--- src/hdl/polyphase_interpolator_unit_assert.svh ---
// -----------------------------------------------------------------------------
// Polyphase interpolator assertion macros
// Concurrent checks that disappear when the design is synthesised.
// -----------------------------------------------------------------------------
`ifndef POLYPHASE_INTERPOLATOR_UNIT_ASSERT_SVH
`define POLYPHASE_INTERPOLATOR_UNIT_ASSERT_SVH

`ifndef SYNTHESIS

// The condition must never hold.
`define PPI_ASSERT_NEVER(name, clk, rst_n, cond) \
    name: assert property (@(posedge clk) disable iff (!rst_n) !(cond)) \
        else $error("assertion failed: condition must never hold");

// The consequent must hold in the same cycle as the antecedent.
`define PPI_ASSERT_IMPL(name, clk, rst_n, ante, cons) \
    name: assert property (@(posedge clk) disable iff (!rst_n) (ante) |-> (cons)) \
        else $error("assertion failed: implication violated");

// The consequent must hold in the cycle after the antecedent.
`define PPI_ASSERT_NEXT(name, clk, rst_n, ante, cons) \
    name: assert property (@(posedge clk) disable iff (!rst_n) (ante) |=> (cons)) \
        else $error("assertion failed: next-cycle implication violated");

`else

`define PPI_ASSERT_NEVER(name, clk, rst_n, cond)
`define PPI_ASSERT_IMPL(name, clk, rst_n, ante, cons)
`define PPI_ASSERT_NEXT(name, clk, rst_n, ante, cons)

`endif

`endif

--- src/hdl/ppi_pkg.sv ---
// -----------------------------------------------------------------------------
// Polyphase interpolator package
// Sizes, shared types and the filter kernel table built at elaboration.
// -----------------------------------------------------------------------------
`timescale 1ns / 1ps

package ppi_pkg;

    localparam int FACTOR         = 4;
    localparam int TAPS_PER_INPUT = 64;
    localparam int CHANNELS       = 8;

    localparam int CHAN_IN_W   = 3;
    localparam int SAMPLE_W    = 16;
    localparam int PHASE_OUT_W = 2;
    localparam int COEF_W      = 18;
    localparam int ROUND_SHIFT = 16;

    localparam int HIST_LEN   = TAPS_PER_INPUT + 1;
    localparam int ROM_LEN    = TAPS_PER_INPUT * FACTOR + 1;
    localparam int HIST_IDX_W = $clog2(HIST_LEN);
    localparam int TAP_IDX_W  = $clog2(ROM_LEN);
    localparam int PHASE_W    = (FACTOR > 1) ? $clog2(FACTOR) : 1;
    localparam int CHAN_W     = (CHANNELS > 1) ? $clog2(CHANNELS) : 1;
    localparam int MEM_DEPTH  = CHANNELS * HIST_LEN;
    localparam int MEM_ADDR_W = $clog2(MEM_DEPTH);
    localparam int PROD_W     = COEF_W + SAMPLE_W;
    localparam int ACC_W      = PROD_W + $clog2(HIST_LEN) + 1;

    localparam int FIFO_DEPTH = FACTOR;
    localparam int FIFO_PTR_W = (FACTOR > 1) ? $clog2(FACTOR) : 1;
    localparam int FIFO_CNT_W = $clog2(FACTOR + 1);

    localparam logic signed [ACC_W-1:0] ROUND_HALF = ACC_W'(64'sd1 <<< (ROUND_SHIFT - 1));
    localparam logic signed [ACC_W-1:0] SAT_MAX    = ACC_W'((64'sd1 <<< (SAMPLE_W - 1)) - 1);
    localparam logic signed [ACC_W-1:0] SAT_MIN    = ~SAT_MAX;

    // Fixed-point constants of the kernel construction (Q30 unless noted).
    localparam longint          Q30_ONE     = 64'sd1073741824;
    localparam longint unsigned Q30_ONE_U   = 64'd1073741824;
    localparam longint unsigned HALF_PI_Q30 = 64'd1686629713;
    localparam longint unsigned PI_Q28      = 64'd843314857;
    localparam longint          BLK_A0      = 64'sd450971566;
    localparam longint          BLK_A2      = 64'sd85899346;
    localparam longint          ROM_SPAN    = longint'(ROM_LEN - 1);
    localparam longint unsigned ROM_SPAN_U  = longint'(ROM_LEN - 1);
    localparam longint          TURN        = longint'(4 * FACTOR);
    localparam longint unsigned TURN_U      = longint'(4 * FACTOR);
    localparam longint unsigned FACTOR_U    = longint'(FACTOR);
    localparam longint          COEF_MAX    = (64'sd1 <<< (COEF_W - 1)) - 1;
    localparam longint          COEF_MIN    = -(64'sd1 <<< (COEF_W - 1));

    typedef struct packed {
        logic                 valid;
        logic                 first;
        logic                 last;
        logic [PHASE_W-1:0]   phase;
    } ppi_tag_t;

    typedef struct packed {
        ppi_tag_t             tag;
        logic [TAP_IDX_W-1:0] tap;
    } ppi_issue_t;

    typedef struct packed {
        logic                  en;
        logic [MEM_ADDR_W-1:0] addr;
        logic [SAMPLE_W-1:0]   data;
    } ppi_wr_t;

    typedef struct packed {
        logic                       push;
        logic signed [SAMPLE_W-1:0] value;
        logic [PHASE_W-1:0]         phase;
    } ppi_result_t;

    // Restoring division, used only while the kernel table is elaborated.
    function automatic longint unsigned div_u64(longint unsigned num, longint unsigned den);
        longint unsigned quo;
        longint unsigned rem;
        quo = '0;
        rem = '0;
        for (int b = 63; b >= 0; b--)
        begin
            rem = (rem << 1) | ((num >> b) & 64'd1);
            if (rem >= den)
            begin
                rem = rem - den;
                quo = quo | (64'd1 << b);
            end
        end
        return quo;
    endfunction

    // Sine of an angle given in turns scaled by 2^32, Taylor series to x^13.
    function automatic longint sine_q30(logic [31:0] ang);
        logic [1:0]      quad;
        longint unsigned f;
        longint unsigned x;
        longint unsigned x2;
        longint unsigned t;
        longint          acc;
        quad = ang[31:30];
        f = longint'(ang[29:0]);
        if (quad[0])
        begin
            f = Q30_ONE_U - f;
        end
        x   = (f * HALF_PI_Q30) >> 30;
        x2  = (x * x) >> 30;
        acc = longint'(x);
        t   = ((x * x2) >> 30) / 64'd6;
        acc = acc - longint'(t);
        t   = ((t * x2) >> 30) / 64'd20;
        acc = acc + longint'(t);
        t   = ((t * x2) >> 30) / 64'd42;
        acc = acc - longint'(t);
        t   = ((t * x2) >> 30) / 64'd72;
        acc = acc + longint'(t);
        t   = ((t * x2) >> 30) / 64'd110;
        acc = acc - longint'(t);
        t   = ((t * x2) >> 30) / 64'd156;
        acc = acc + longint'(t);
        if (acc < 0)
        begin
            acc = 0;
        end
        if (acc > Q30_ONE)
        begin
            acc = Q30_ONE;
        end
        return quad[1] ? -acc : acc;
    endfunction

    function automatic longint cosine_q30(logic [31:0] ang);
        logic [31:0] shifted;
        shifted = ang + 32'h4000_0000;
        return sine_q30(shifted);
    endfunction

    // Windowed sinc value of one kernel tap before normalisation.
    function automatic longint raw_tap(int idx);
        longint          d;
        longint          dm;
        longint          s;
        longint          sc;
        longint          w;
        longint unsigned smag;
        longint unsigned dmag;
        longint unsigned q;
        logic [63:0]     wide;
        logic [31:0]     a;
        logic [31:0]     a1;
        logic [31:0]     a2;
        d = 2 * longint'(idx) - ROM_SPAN;
        if (d == 0)
        begin
            sc = Q30_ONE;
        end
        else
        begin
            dm   = ((d % TURN) + TURN) % TURN;
            wide = (longint'(dm) << 32) / TURN_U;
            a    = wide[31:0];
            s    = sine_q30(a);
            smag = (s < 0) ? -s : s;
            dmag = (d < 0) ? -d : d;
            q    = div_u64((smag * (2 * FACTOR_U)) << 28, PI_Q28 * dmag);
            sc   = ((s < 0) != (d < 0)) ? -longint'(q) : longint'(q);
        end
        wide = (longint'(idx) << 32) / ROM_SPAN_U;
        a1   = wide[31:0];
        wide = (longint'(2 * idx) << 32) / ROM_SPAN_U;
        a2   = wide[31:0];
        w = BLK_A0 - cosine_q30(a1) / 64'sd2 + (cosine_q30(a2) * BLK_A2) / Q30_ONE;
        return (sc * w) / Q30_ONE;
    endfunction

    // Whole kernel, normalised to unity DC gain and scaled by the factor.
    function automatic logic [ROM_LEN*COEF_W-1:0] build_rom();
        logic [ROM_LEN*COEF_W-1:0] rom;
        longint                    total;
        longint                    raw;
        longint                    num;
        longint                    c;
        longint unsigned           mag;
        longint unsigned           q;
        rom   = '0;
        total = 0;
        for (int i = 0; i < ROM_LEN; i++)
        begin
            total = total + raw_tap(i);
        end
        for (int i = 0; i < ROM_LEN; i++)
        begin
            raw = raw_tap(i);
            c   = 0;
            if (total > 0)
            begin
                num = raw * longint'(FACTOR) * 64'sd65536;
                mag = (num < 0) ? -num : num;
                q   = div_u64(mag + longint'(total >> 1), longint'(total));
                c   = (num < 0) ? -longint'(q) : longint'(q);
            end
            if (c > COEF_MAX)
            begin
                c = COEF_MAX;
            end
            if (c < COEF_MIN)
            begin
                c = COEF_MIN;
            end
            rom[i*COEF_W +: COEF_W] = c[COEF_W-1:0];
        end
        return rom;
    endfunction

    localparam logic [ROM_LEN*COEF_W-1:0] TAP_ROM = build_rom();

    function automatic logic signed [COEF_W-1:0] tap_coef(logic [TAP_IDX_W-1:0] idx);
        return TAP_ROM[int'(idx)*COEF_W +: COEF_W];
    endfunction

    // Channel numbers past the configured count wrap round.
    function automatic logic [CHAN_W-1:0] chan_reduce(logic [CHAN_IN_W-1:0] ch);
        logic [CHAN_IN_W-1:0]        v;
        logic [CHAN_IN_W+CHAN_W-1:0] ext;
        v = ch;
        for (int n = 0; n < (1 << CHAN_IN_W); n++)
        begin
            if (int'(v) >= CHANNELS)
            begin
                v = v - CHAN_IN_W'(CHANNELS);
            end
        end
        ext = {CHAN_W'(0), v};
        return ext[CHAN_W-1:0];
    endfunction

    function automatic logic [PHASE_OUT_W-1:0] phase_out(logic [PHASE_W-1:0] ph);
        logic [PHASE_W+PHASE_OUT_W-1:0] ext;
        ext = {{PHASE_OUT_W{1'b0}}, ph};
        return ext[PHASE_OUT_W-1:0];
    endfunction

endpackage

--- src/hdl/ppi_mac.sv ---
// -----------------------------------------------------------------------------
// Polyphase interpolator multiply-accumulate
// Kernel lookup, one product per cycle, accumulation, rounding and saturation.
// -----------------------------------------------------------------------------
`timescale 1ns / 1ps

module ppi_mac (
    input  logic                                clk,
    input  logic                                rst_n,
    input  ppi_pkg::ppi_issue_t                 issue,
    input  logic [ppi_pkg::SAMPLE_W-1:0]        ram_rdata,
    output ppi_pkg::ppi_result_t                result
);

    localparam int AW = ppi_pkg::ACC_W;

    ppi_pkg::ppi_tag_t                      s1_tag_reg;
    ppi_pkg::ppi_tag_t                      s2_tag_reg;
    logic signed [ppi_pkg::COEF_W-1:0]      coef_reg;
    logic signed [ppi_pkg::PROD_W-1:0]      prod_reg;
    logic signed [AW-1:0]                   acc_reg;
    logic signed [AW-1:0]                   acc_next;
    logic                                   done_reg;
    logic [ppi_pkg::PHASE_W-1:0]            done_phase_reg;

    logic signed [AW-1:0]                   rounded;
    logic signed [AW-1:0]                   shifted;

    assign acc_next = s2_tag_reg.first ? AW'(prod_reg) : acc_reg + AW'(prod_reg);

    always_ff @(posedge clk or negedge rst_n)
    begin
        if (!rst_n)
        begin
            s1_tag_reg     <= '0;
            s2_tag_reg     <= '0;
            done_reg       <= 1'b0;
            done_phase_reg <= '0;
        end
        else
        begin
            s1_tag_reg     <= issue.tag;
            s2_tag_reg     <= s1_tag_reg;
            done_reg       <= s2_tag_reg.valid && s2_tag_reg.last;
            done_phase_reg <= s2_tag_reg.phase;
        end
    end

    // The kernel word is looked up alongside the history read, so both
    // arrive in the same cycle.
    always_ff @(posedge clk)
    begin
        coef_reg <= ppi_pkg::tap_coef(issue.tap);
        prod_reg <= coef_reg * $signed(ram_rdata);
        if (s2_tag_reg.valid)
        begin
            acc_reg <= acc_next;
        end
    end

    assign rounded = acc_reg + ppi_pkg::ROUND_HALF;
    assign shifted = rounded >>> ppi_pkg::ROUND_SHIFT;

    always_comb
    begin
        result.push  = done_reg;
        result.phase = done_phase_reg;
        if (shifted > ppi_pkg::SAT_MAX)
        begin
            result.value = ppi_pkg::SAMPLE_W'(ppi_pkg::SAT_MAX);
        end
        else if (shifted < ppi_pkg::SAT_MIN)
        begin
            result.value = ppi_pkg::SAMPLE_W'(ppi_pkg::SAT_MIN);
        end
        else
        begin
            result.value = shifted[ppi_pkg::SAMPLE_W-1:0];
        end
    end

endmodule

--- config.mk ---
export PLATFORM = sky130hd
export DESIGN_NAME = ppi_mac
export DESIGN_NICKNAME = d
export VERILOG_FILES = /design/src/hdl/polyphase_interpolator_unit_assert.svh /design/src/hdl/ppi_pkg.sv /design/src/hdl/ppi_mac.sv
export SDC_FILE = /design/constraint.sdc
export NUM_CORES = 1
export LEC_CHECK = 0
export ABC_CLOCK_PERIOD_IN_PS = 16700
export BUFFER_PORTS_ARGS = -buffer_cell sky130_fd_sc_hd__buf_2
export CAP_MARGIN = 10
export CORE_UTILIZATION = 55
export CTS_BUF_LIST = sky130_fd_sc_hd__clkbuf_4 sky130_fd_sc_hd__clkbuf_8 sky130_fd_sc_hd__clkbuf_16
export CTS_CLUSTER_SIZE = 20
export DETAILED_ROUTE_END_ITERATION = 16
export PLACE_DENSITY = 0.81
export SYNTH_ARGS = -nofsm -noshare
export SYNTH_HDL_FRONTEND = slang
export SYNTH_SLANG_ARGS = --single-unit
--- constraint.sdc ---
create_clock -name clk -period 16.7 [get_ports clk]
set_clock_uncertainty 0.2 [all_clocks]
set_input_delay 2.505 -clock clk [delete_from_list [all_inputs] [get_ports clk]]
set_output_delay 2.505 -clock clk [all_outputs]
set_load 0.05 [all_outputs]
==> results.sh, run 1 <==
export IMPL_outcome="finished, final reports clean"
export IMPL_arrival_worst_endpoint_ps=8700
export IMPL_cellInternalPower_mw=2.09
export IMPL_max_freq_ghz=0.116
export IMPL_p_total_mw=4.44
export IMPL_post_dr_vias_cell=6.01
export IMPL_clockRootBuffer="sky130_fd_sc_hd__clkbuf_16"
export IMPL_clkTransAtPathRegs_ps=90
export IMPL_cts_post_setup_buffers_inserted=0
export IMPL_die_width_um=192
export IMPL_post_synthesis_cells=2423
export IMPL_grt_util_all_layers_pct=30.0
export IMPL_postSynthRegisterBits=107
export IMPL_cts_tree="done"
export IMPL_drv_cap=0
export IMPL_worst_slew_margin_rel_pct=25.6
export IMPL_htree_num_levels=3
export IMPL_dp_cells=2804
export IMPL_place_detailed_hpwl_um=40800
export IMPL_numCtsBuffers=9
export IMPL_number_of_global_route_vias_before_repair=17400
export IMPL_postSynthNetCount=2879
export IMPL_route_detailed_wl_per_inst_um=18.7
export IMPL_dominantRegCellSynth="sky130_fd_sc_hd__dfxtp_1"
export IMPL_worst_endpoint_required_ps=16750
export IMPL_drc_errors=0
export IMPL_grt_first_pass_wirelength_um=87200
export IMPL_endpoint_class_of_the_critical_path="flip-flop"
export IMPL_cts_resized=0
export IMPL_synthDistinctLibCells=78
export IMPL_areaGrowthSynthToFinish_pct=3.58
export IMPL_syn_cell_area_um2=19900
export IMPL_critPathLaunchType="input pin"
export IMPL_report_final_slew_viol_count=0
export IMPL_post_layout_nonfiller_instances=2820
export IMPL_timing_hold_worst_class="reg -> reg"
export IMPL_async_reset_ff_share_pct=12.1
export IMPL_deepest_clock_path_buffer_count=2
export IMPL_finalCriticalPeriod_ps=8650
export IMPL_report_final_setup_viol=0
export IMPL_largest_register_ffs=42
export IMPL_core_region_area_um2=35600
export IMPL_netSwitchingPower_mw=2.36
export IMPL_peakVddDrop_mv=0.192
export IMPL_insertedDiodeCount=0
export IMPL_routed_wl_um=52900
export IMPL_ys_seq_area_share_pct=13.2
export IMPL_dieArea_um2=36900
export IMPL_combined_area_of_the_multi_input_logic_cells_um2=15300
export IMPL_finalHoldViolCount=0
export IMPL_port_buffers=50
export IMPL_detailedRoute_firstPassIterationCount=5
export IMPL_globalRouteMet1Util_pct=38.8
export IMPL_first_iter_violations=1562
export IMPL_placed_cell_area_um2=20200
export IMPL_tightestPinTransition_ps=1120
export IMPL_seq_power_share_pct=12.6
export IMPL_switching_share_pct=53.0
export IMPL_post_layout_inst_area_um2=20600
export IMPL_global_route_overflow_total=0
export IMPL_share_comb_of_total_power_pct=81.7
export IMPL_sequential_cell_area_um2=2630
export IMPL_leakage_nw=9.55
export IMPL_cellPowerDensity_nw_per_um2=216
export IMPL_synth_warnings=0
export IMPL_clk_lat_worst_skew_ps=370
export IMPL_avgSynthCellArea_um2=8.21
export IMPL_clock_power_share_pct=5.7
export IMPL_final_setup_tns_ps=0
export IMPL_route_vias_total=16900
export IMPL_post_route_cells_drive_above_1_share_pct=4.20
export IMPL_gpl_final_weighted_congestion=0.962
export IMPL_die_height_um=192
export IMPL_top_usage_layer="met2"
export IMPL_grt_setup_unrepaired="no"
export IMPL_placement_rows=69
export IMPL_num_ports=51
export IMPL_grt_max_degree=84
export IMPL_criticalPathCategory="in -> reg"
export IMPL_cts_hold_repair_buffers=0
export IMPL_global_route_usage_met3_pct=5.06
export IMPL_floorplan_initialDensity_pct=55.9
export IMPL_fin_nets=2810
export IMPL_numClockSinks=107
export IMPL_grt_antenna_before_repair=1
export IMPL_ant_nets=0
export IMPL_nFillCells=3155
export IMPL_synth_edf_count=42
export IMPL_cp_max_fo=18
export IMPL_grtUsageMet2_pct=49.7
export IMPL_layout_core_utilization_pct=57.9
export IMPL_fin_crit_sh_pct=51.8
## path summary, 6_finish.rpt
check | from | end | slack, ps | depth (start not counted)
min in group asynchronous | rst_n | s2_tag_reg[1] | 1800 | 1
max reg2reg | coef_reg[5] | prod_reg[33] | 9690 | 22
max | ram_rdata[9] | prod_reg[33] | 8050 | 23
min reg2reg | s1_tag_reg[2] | s2_tag_reg[2] | 130 | 0
max in group asynchronous | rst_n | s2_tag_reg[3] | 14250 | 1
min | s1_tag_reg[2] | s2_tag_reg[2] | 130 | 0
## final cells by class
cell class	count	area share [%]
inverter	368	6.71
clock buffer	13	1.35
timing repair buffer	59	1.56
multi-input combinational	1809	74.5
tap	461	2.80
sequential	107	12.8
clock inverter	3	0.334
## routing by layer
layer  vias to the layer above  share of wire [%]
met3                       143                7.9
li1                       7819                  -
met4                         2                3.8
met5                         -              0.023
met1                      8211                 41
met2                       768                 47
## cells in the final DEF (no fill, tap or decap), types with 11 or more instances in the layout
| cell type | count |
|---|---|
| sky130_fd_sc_hd__fa_1 | 291 |
| sky130_fd_sc_hd__o22ai_1 | 14 |
| sky130_fd_sc_hd__ha_1 | 133 |
| sky130_fd_sc_hd__a211oi_1 | 30 |
| sky130_fd_sc_hd__a21oi_1 | 158 |
| sky130_fd_sc_hd__dfxtp_1 | 52 |
| sky130_fd_sc_hd__edfxtp_1 | 42 |
| sky130_fd_sc_hd__and3_1 | 16 |
| sky130_fd_sc_hd__o21ai_0 | 143 |
| sky130_fd_sc_hd__nand3_1 | 54 |
| sky130_fd_sc_hd__a21o_1 | 29 |
| sky130_fd_sc_hd__and2_1 | 147 |
| sky130_fd_sc_hd__nor2_1 | 134 |
| sky130_fd_sc_hd__nand2_1 | 297 |
| sky130_fd_sc_hd__a31oi_1 | 25 |
| sky130_fd_sc_hd__nor2b_1 | 13 |
| sky130_fd_sc_hd__a311oi_1 | 16 |
| sky130_fd_sc_hd__xnor2_1 | 51 |
| sky130_fd_sc_hd__nand2b_1 | 17 |
| sky130_fd_sc_hd__dfrtp_1 | 11 |
| sky130_fd_sc_hd__nor3_1 | 33 |
| sky130_fd_sc_hd__xor2_1 | 40 |
| sky130_fd_sc_hd__nand4_1 | 12 |
| sky130_fd_sc_hd__inv_1 | 365 |
| sky130_fd_sc_hd__o21bai_1 | 11 |
| sky130_fd_sc_hd__o211ai_1 | 20 |
| sky130_fd_sc_hd__buf_2 | 49 |
| sky130_fd_sc_hd__or3_1 | 11 |
## power by group through the flow
stage / Sequential (mW) / Combinational, mW / Clock (mW)
global placement: 0.552 / 3.44 / 0
global route: 0.569 / 4.08 / 0.269
detailed placement: 0.558 / 3.58 / 0
floorplan: 0.506 / 2.81 / 0
CTS: 0.553 / 3.61 / 0.259
finish: 0.558 / 3.63 / 0.254
## per-stage QoR
stage,setup WS [ps],hold WS [ps]
2_1_floorplan,8060,131
3_3_place_gp,7840,132
3_5_place_dp,7660,136
4_1_cts,8090,140
5_1_grt,7670,140
6_report,8050,134
## Yosys cell counts, drive strengths merged, types with 20 or more instances
master    n  share of area (%)
ha      133                8.4
nand3    54                1.4
o21ai   147                3.7
inv     365                6.9
a21oi   160                4.1
nor3     33               0.83
xnor2    51                2.2
edfxtp   42                6.3
and2    147                4.6
a21o     29                1.1
fa      291                 29
a31oi    25               0.79
clkbuf  112                2.1
nand2   297                5.6
nor2    134                2.5
dfxtp    52                5.2
buf      27               0.58
xor2     40                1.8
o211ai   20               0.76
a211oi   32                1.3
## cells by family (layout without fill, tap and decap cells)
kind of cell	count (synthesis)	in the layout	share of synthesized area [%]
DFF	107	107	13.2
buffers and inverters	507	443	9.64
xor gates and xnor gates	91	91	4.01
muxes	12	12	0.931
adders and majority gates	424	424	37.7
AOI/OAI and AO/OA	525	525	16.5
and+or+nand+nor	757	757	18.0
## worst max-delay path: stages
cell and delay (ps):
sky130_fd_sc_hd__buf_2 290, sky130_fd_sc_hd__nand2_1 140, sky130_fd_sc_hd__fa_1 560, sky130_fd_sc_hd__inv_1 50, sky130_fd_sc_hd__fa_1 500, sky130_fd_sc_hd__inv_1 50, sky130_fd_sc_hd__fa_1 490, sky130_fd_sc_hd__inv_1 60
sky130_fd_sc_hd__fa_1 500, sky130_fd_sc_hd__fa_1 550, sky130_fd_sc_hd__inv_1 50, sky130_fd_sc_hd__fa_1 530, sky130_fd_sc_hd__inv_1 40, sky130_fd_sc_hd__ha_1 340, sky130_fd_sc_hd__and2_1 260, sky130_fd_sc_hd__nand4_1 120
sky130_fd_sc_hd__nor3_1 290, sky130_fd_sc_hd__nor2_1 160, sky130_fd_sc_hd__o31ai_1 500, sky130_fd_sc_hd__o41a_1 230, sky130_fd_sc_hd__a41oi_1 180, sky130_fd_sc_hd__a31oi_1 210, sky130_fd_sc_hd__xnor2_1 100
No activity file was read; power rests on OpenSTA's default activity.
==> inputs of run 2 (changes only) <==
--- a/config.mk
+++ b/config.mk
@@ -5,14 +5,14 @@
 export SDC_FILE = /design/constraint.sdc
 export NUM_CORES = 1
 export LEC_CHECK = 0
-export ABC_CLOCK_PERIOD_IN_PS = 16700
+export ABC_CLOCK_PERIOD_IN_PS = 7550
 export BUFFER_PORTS_ARGS = -buffer_cell sky130_fd_sc_hd__buf_2
 export CAP_MARGIN = 10
 export CORE_UTILIZATION = 55
 export CTS_BUF_LIST = sky130_fd_sc_hd__clkbuf_4 sky130_fd_sc_hd__clkbuf_8 sky130_fd_sc_hd__clkbuf_16
 export CTS_CLUSTER_SIZE = 20
 export DETAILED_ROUTE_END_ITERATION = 16
-export PLACE_DENSITY = 0.81
+export PLACE_DENSITY = 0.83
 export SYNTH_ARGS = -nofsm -noshare
 export SYNTH_HDL_FRONTEND = slang
 export SYNTH_SLANG_ARGS = --single-unit
==> constraint.sdc (replaced) <==
create_clock -name clk -period 7.55 [get_ports clk]
set_clock_uncertainty 0.2 [all_clocks]
set_input_delay 1.1325 -clock clk [delete_from_list [all_inputs] [get_ports clk]]
set_output_delay 1.1325 -clock clk [all_outputs]
set_load 0.05 [all_outputs]
==> run 2 against run 1 <==
Compared with the run above:
- die area unchanged
- global-route usage shrank 0.14 points
- via count grew 0.81%
- sequential cell count unchanged
- setup slack got worse by 7700 ps
- utilization is 0.22 points higher
- largest power group unchanged
- first-iteration DRC count increased by 12%
- total power grew 120%
==> results.sh, run 2 (synthesis results as in run 1) <==
export IMPL_outcome="finished, final reports clean"
export IMPL_port_buffers=50
export IMPL_place_detailed_hpwl_um=41200
export IMPL_leakage_nw=9.60
export IMPL_floorplan_initialDensity_pct=55.9
export IMPL_timing_hold_worst_class="reg -> reg"
export IMPL_worst_endpoint_required_ps=7620
export IMPL_die_height_um=192
export IMPL_num_ports=51
export IMPL_first_iter_violations=1742
export IMPL_number_of_global_route_vias_before_repair=17200
export IMPL_cellPowerDensity_nw_per_um2=478
export IMPL_drc_errors=0
export IMPL_arrival_worst_endpoint_ps=7290
export IMPL_areaGrowthSynthToFinish_pct=3.97
export IMPL_post_route_cells_drive_above_1_share_pct=4.80
export IMPL_die_width_um=192
export IMPL_gpl_final_weighted_congestion=0.953
export IMPL_post_dr_vias_cell=6.02
export IMPL_layout_commonest_cell="sky130_fd_sc_hd__inv_1"
export IMPL_detailedRoute_firstPassIterationCount=6
export IMPL_route_detailed_wl_per_inst_um=18.7
export IMPL_placement_rows=69
export IMPL_grt_setup_unrepaired="no"
export IMPL_htree_num_levels=3
export IMPL_max_freq_ghz=0.138
export IMPL_fin_nets=2825
export IMPL_p_total_mw=9.89
export IMPL_cp_max_fo=18
export IMPL_finalHoldViolCount=0
export IMPL_routed_wl_um=53100
export IMPL_ant_nets=0
export IMPL_layout_core_utilization_pct=58.1
export IMPL_tightestPinTransition_ps=1060
export IMPL_clk_lat_worst_skew_ps=370
export IMPL_global_route_overflow_total=0
export IMPL_grt_util_all_layers_pct=29.8
export IMPL_cts_tree="done"
export IMPL_criticalPathCategory="in -> reg"
export IMPL_endpoint_class_of_the_critical_path="flip-flop"
export IMPL_fin_crit_sh_pct=95.7
export IMPL_worst_slew_margin_rel_pct=29.5
export IMPL_dieArea_um2=36900
export IMPL_report_final_slew_viol_count=0
export IMPL_layout_common_cells="sky130_fd_sc_hd__inv_1 (365), sky130_fd_sc_hd__nand2_1 (297), sky130_fd_sc_hd__fa_1 (291)"
export IMPL_clockRootBuffer="sky130_fd_sc_hd__clkbuf_16"
export IMPL_route_vias_total=17100
export IMPL_grt_antenna_before_repair=2
export IMPL_drv_cap=0
export IMPL_numCtsBuffers=9
export IMPL_peakVddDrop_mv=0.434
export IMPL_critPathLaunchType="input pin"
export IMPL_clkTransAtPathRegs_ps=80
export IMPL_deepest_clock_path_buffer_count=2
export IMPL_grt_first_pass_wirelength_um=87300
export IMPL_numClockSinks=107
export IMPL_cts_hold_repair_buffers=0
export IMPL_grt_max_degree=84
export IMPL_final_setup_tns_ps=0
export IMPL_report_final_setup_viol=0
export IMPL_core_region_area_um2=35600
export IMPL_finalCriticalPeriod_ps=7220
export IMPL_largest_register_ffs=42
-- run 2: through the flow --
| stage | area, um^2 | setup WS (ps) | instances | hold WS (ps) |
|---|---|---|---|---|
| 6_report | 20700 | 328 | 2836 | 148 |
| 5_1_grt | 20700 | 14.5 | 2835 | 163 |
| 4_1_cts | 20700 | 394 | 2835 | 152 |
| 3_5_place_dp | 20400 | 6.35 | 2819 | 136 |
| 3_3_place_gp | 20400 | 248 | 2819 | 132 |
| 2_1_floorplan | 19900 | 278 | 2423 | 131 |
-- run 2: worst max-delay path, stage by stage --
cell and delay [ps]:
sky130_fd_sc_hd__buf_2 210, sky130_fd_sc_hd__nand2_1 150, sky130_fd_sc_hd__inv_1 110, sky130_fd_sc_hd__fa_1 770
sky130_fd_sc_hd__fa_1 500, sky130_fd_sc_hd__fa_1 500, sky130_fd_sc_hd__fa_1 510, sky130_fd_sc_hd__fa_1 490
sky130_fd_sc_hd__inv_1 50, sky130_fd_sc_hd__fa_1 470, sky130_fd_sc_hd__inv_1 50, sky130_fd_sc_hd__ha_1 350
sky130_fd_sc_hd__a21oi_1 210, sky130_fd_sc_hd__a21boi_0 120, sky130_fd_sc_hd__a311o_1 350, sky130_fd_sc_hd__nand2_1 120
sky130_fd_sc_hd__o31ai_2 100, sky130_fd_sc_hd__o41a_1 360, sky130_fd_sc_hd__a41oi_1 340, sky130_fd_sc_hd__a31oi_1 160
sky130_fd_sc_hd__xnor2_1 250
-- run 2: what timing repair did --
action	4_1_cts	5_1_grt
buffers inserted	0	0
setup endpoints to repair	0	2
resized for setup	0	1
-- run 2: final timing paths --
kind                                    start            end  slack (ps)  cells past startpoint
worst max-delay path             ram_rdata[1]   prod_reg[33]         330                     21
worst max register to register    coef_reg[9]   prod_reg[33]         670                     20
worst min register to register  s1_tag_reg[2]  s2_tag_reg[2]         150                      0
worst min-delay path            s1_tag_reg[2]  s2_tag_reg[2]         150                      0
min in group asynchronous               rst_n  s1_tag_reg[4]         420                      1
max in group asynchronous               rst_n  s2_tag_reg[3]        6480                      1
-- run 2: layer usage --
metal  part of all wire, %  up-vias  track usage (%)  wire, um
met4                   3.5        2             11.8      1850
met2                    48      797             49.7     25300
met5                 0.019        -                0        10
li1                      -     7842                -         -
met3                   8.0      137             5.01      4220
met1                    41     8302             38.5     21700
-- run 2: cell type report --
class	count	area, um^2
Clock inverter	5	41.3
Sequential cell	107	2630
Timing Repair Buffer	74	433
Antenna cell	1	2.50
Inverter	368	1380
Fill cell	3087	14900
Tap cell	461	577
Multi-Input combinational cell	1809	15300
Clock buffer	11	264
-- run 2: report_power, final --
part / internal [mW] / switching, mW / leakage, nW / total [mW]
logic: 3.41 / 4.75 / 8.45 / 8.17
registers: 0.970 / 0.252 / 1.00 / 1.22
clock network: 0.257 / 0.242 / 0.151 / 0.499
==> inputs of run 3 (changes only) <==
--- a/config.mk
+++ b/config.mk
@@ -8,11 +8,11 @@
 export ABC_CLOCK_PERIOD_IN_PS = 7550
 export BUFFER_PORTS_ARGS = -buffer_cell sky130_fd_sc_hd__buf_2
 export CAP_MARGIN = 10
-export CORE_UTILIZATION = 55
+export CORE_UTILIZATION = 45
 export CTS_BUF_LIST = sky130_fd_sc_hd__clkbuf_4 sky130_fd_sc_hd__clkbuf_8 sky130_fd_sc_hd__clkbuf_16
 export CTS_CLUSTER_SIZE = 20
 export DETAILED_ROUTE_END_ITERATION = 16
-export PLACE_DENSITY = 0.83
+export PLACE_DENSITY = 0.72
 export SYNTH_ARGS = -nofsm -noshare
 export SYNTH_HDL_FRONTEND = slang
 export SYNTH_SLANG_ARGS = --single-unit
==> run 3 against run 2 <==
Compared with the run above:
- utilization fell by 10 points
- clock power fell by 6.2%
- hold slack improved by 2.9 ps
- final area rose by 0.73%
- sequential share of layout area fell by 0.092 points
- clock-buffer cell count fell by 2
- critical path depth did not move
- largest power group unchanged
- non-clock buffer count rose by 3
- global-route usage fell by 5.0 points
- critical endpoint unchanged
- sequential cell count did not move
- via count fell by 0.35%
- critical path type unchanged
- register-to-register slack improved by 30 ps
==> results.sh, run 3 (synthesis results as in run 1) <==
export IMPL_post_dr_vias_cell=5.74
export IMPL_cts_tree="done"
export IMPL_largest_register_ffs=42
export IMPL_grt_util_all_layers_pct=24.8
export IMPL_place_detailed_hpwl_um=41600
export IMPL_worst_slew_margin_rel_pct=28.1
export IMPL_report_final_setup_viol=0
export IMPL_worst_r2r_cell_count=22
export IMPL_floorplan_initialDensity_pct=45.9
export IMPL_num_ports=51
export IMPL_finalCriticalPeriod_ps=7100
export IMPL_detailedRoute_firstPassIterationCount=6
export IMPL_cp_max_fo=18
export IMPL_cts_resized=0
export IMPL_final_setup_tns_ps=0
export IMPL_first_iter_violations=1645
export IMPL_ant_nets=0
export IMPL_criticalPathCategory="in -> reg"
export IMPL_number_of_global_route_vias_before_repair=17200
export IMPL_critical_path_top_delay_family="adder cells"
export IMPL_deepest_clock_path_buffer_count=2
export IMPL_finalHoldViolCount=0
export IMPL_worst_endpoint_required_ps=7600
export IMPL_fin_crit_sh_pct=94.0
export IMPL_placement_rows=76
export IMPL_drc_errors=0
export IMPL_path_cells="buf_2, nand2_1, inv_1, fa_1, fa_1, fa_1, fa_1, fa_1, inv_1, fa_1, inv_1, ha_1, a21oi_1, a21boi_0, a311o_1, nand2_1, o31ai_1, o41a_1, a41oi_1, a31oi_1, xnor2_1"
export IMPL_core_region_area_um2=43400
export IMPL_timing_hold_worst_class="reg -> reg"
export IMPL_gpl_final_weighted_congestion=0.971
export IMPL_crit_path_start="ram_rdata[2]"
export IMPL_layout_commonest_cell="sky130_fd_sc_hd__inv_1"
export IMPL_critical_path_reg2reg_endpoint="prod_reg[33]"
export IMPL_nFillCells=4132
export IMPL_clkTransAtPathRegs_ps=80
export IMPL_port_buffers=50
export IMPL_crit_path_max_incr_delay_ps=570
export IMPL_grt_max_degree=89
export IMPL_dieArea_um2=45000
export IMPL_clk_lat_worst_skew_ps=380
export IMPL_cellPowerDensity_nw_per_um2=474
export IMPL_leakage_nw=9.60
export IMPL_r2r_start="coef_reg[7]"
export IMPL_critPathLaunchType="input pin"
export IMPL_global_route_overflow_total=0
export IMPL_route_vias_total=17000
export IMPL_arrival_worst_endpoint_ps=7140
export IMPL_p_total_mw=9.86
export IMPL_post_route_cells_drive_above_1_share_pct=4.92
export IMPL_endpoint_class_of_the_critical_path="flip-flop"
export IMPL_reg2reg_slack_ps=700
export IMPL_fin_nets=2828
export IMPL_numCtsBuffers=9
export IMPL_layout_common_cells="sky130_fd_sc_hd__inv_1 (365), sky130_fd_sc_hd__nand2_1 (297), sky130_fd_sc_hd__fa_1 (291)"
export IMPL_grt_first_pass_wirelength_um=88700
export IMPL_htree_num_levels=3
export IMPL_tightestPinTransition_ps=1080
export IMPL_die_width_um=212
export IMPL_cts_post_setup_buffers_inserted=0
export IMPL_worst_path_max_delay_cell="sky130_fd_sc_hd__fa_1"
export IMPL_peakVddDrop_mv=0.354
export IMPL_sequential_cell_area_um2=2630
export IMPL_route_detailed_wl_per_inst_um=18.1
export IMPL_outcome="finished, final reports clean"
export IMPL_crit_top_cell="sky130_fd_sc_hd__fa_1"
export IMPL_report_final_slew_viol_count=0
export IMPL_max_freq_ghz=0.141
export IMPL_areaGrowthSynthToFinish_pct=4.73
export IMPL_drv_cap=0
export IMPL_cts_hold_repair_buffers=0
export IMPL_critical_path_endpoint="prod_reg[33]"
export IMPL_clockRootBuffer="sky130_fd_sc_hd__clkbuf_16"
export IMPL_numClockSinks=107
export IMPL_critPathBufInv=4
export IMPL_cp_depth=21
export IMPL_grt_antenna_before_repair=3
export IMPL_grt_setup_unrepaired="no"
export IMPL_routed_wl_um=53600
export IMPL_combined_area_of_the_multi_input_logic_cells_um2=15300
export IMPL_die_height_um=212
[run 3: worst min path at each step]
| stage | slack [ps] | cells past startpoint | endpoint | from |
|---|---|---|---|---|
| after detailed placement | 130 | 0 | s2_tag_reg[2] | s1_tag_reg[2] |
| final | 150 | 0 | s2_tag_reg[2] | s1_tag_reg[2] |
| after global placement | 130 | 0 | s2_tag_reg[1] | s1_tag_reg[1] |
| after global routing | 160 | 0 | s2_tag_reg[2] | s1_tag_reg[2] |
| after CTS | 150 | 0 | s2_tag_reg[2] | s1_tag_reg[2] |
| after floorplan | 130 | 0 | done_phase_reg[0] | s2_tag_reg[0] |
[run 3: power by group]
group	internal, mW	switching, mW	total, mW
Sequential	0.970	0.257	1.23
Combinational	3.42	4.75	8.17
Clock	0.230	0.238	0.468
[run 3: per-layer routing]
metal / up-vias / GRT usage, % / wire length [um]
met2: 691 / 41.1 / 25000
met5: - / 0 / 30
li1: 7847 / - / -
met4: 4 / 8.60 / 1550
met3: 121 / 3.25 / 3910
met1: 8357 / 33.4 / 23100
[run 3: stage by stage]
stage	hold slack [ps]	worst slack, ps	std cells	utilization, %	instance area, um^2
after floorplan	131	278	2423	-	19900
after global placement	132	245	2946	47.4	20500
after detailed placement	135	66.9	2946	47.4	20500
after CTS	152	473	2962	48.0	20800
after global routing	165	71.2	2962	48.0	20800
final	151	453	2963	48.0	20800
[run 3: final cells by class]
| cell class | instances | area share [%] |
|---|---|---|
| clock inverter | 7 | 0.282 |
| timing repair buffer | 77 | 2.19 |
| tap | 585 | 3.51 |
| inverter | 368 | 6.63 |
| antenna | 1 | 0.0120 |
| multi-input combinational | 1809 | 73.7 |
| clock buffer | 9 | 1.08 |
| sequential | 107 | 12.6 |
[run 3: worst register-to-register path, stage by stage, from the launching register on]
cell	delay, ps
sky130_fd_sc_hd__dfxtp_1	750
sky130_fd_sc_hd__nand2_1	180
sky130_fd_sc_hd__fa_1	510
sky130_fd_sc_hd__inv_1	50
sky130_fd_sc_hd__fa_1	490
sky130_fd_sc_hd__inv_1	60
sky130_fd_sc_hd__fa_1	470
sky130_fd_sc_hd__inv_1	50
sky130_fd_sc_hd__fa_1	510
sky130_fd_sc_hd__fa_1	560
sky130_fd_sc_hd__inv_1	60
sky130_fd_sc_hd__fa_1	520
sky130_fd_sc_hd__inv_1	40
sky130_fd_sc_hd__ha_1	330
sky130_fd_sc_hd__and2_1	240
sky130_fd_sc_hd__nand3_1	100
sky130_fd_sc_hd__a31oi_1	300
sky130_fd_sc_hd__nor2_1	110
sky130_fd_sc_hd__o31ai_1	420
sky130_fd_sc_hd__o41a_1	240
sky130_fd_sc_hd__a41oi_1	190
sky130_fd_sc_hd__a31oi_1	210
sky130_fd_sc_hd__xnor2_1	110
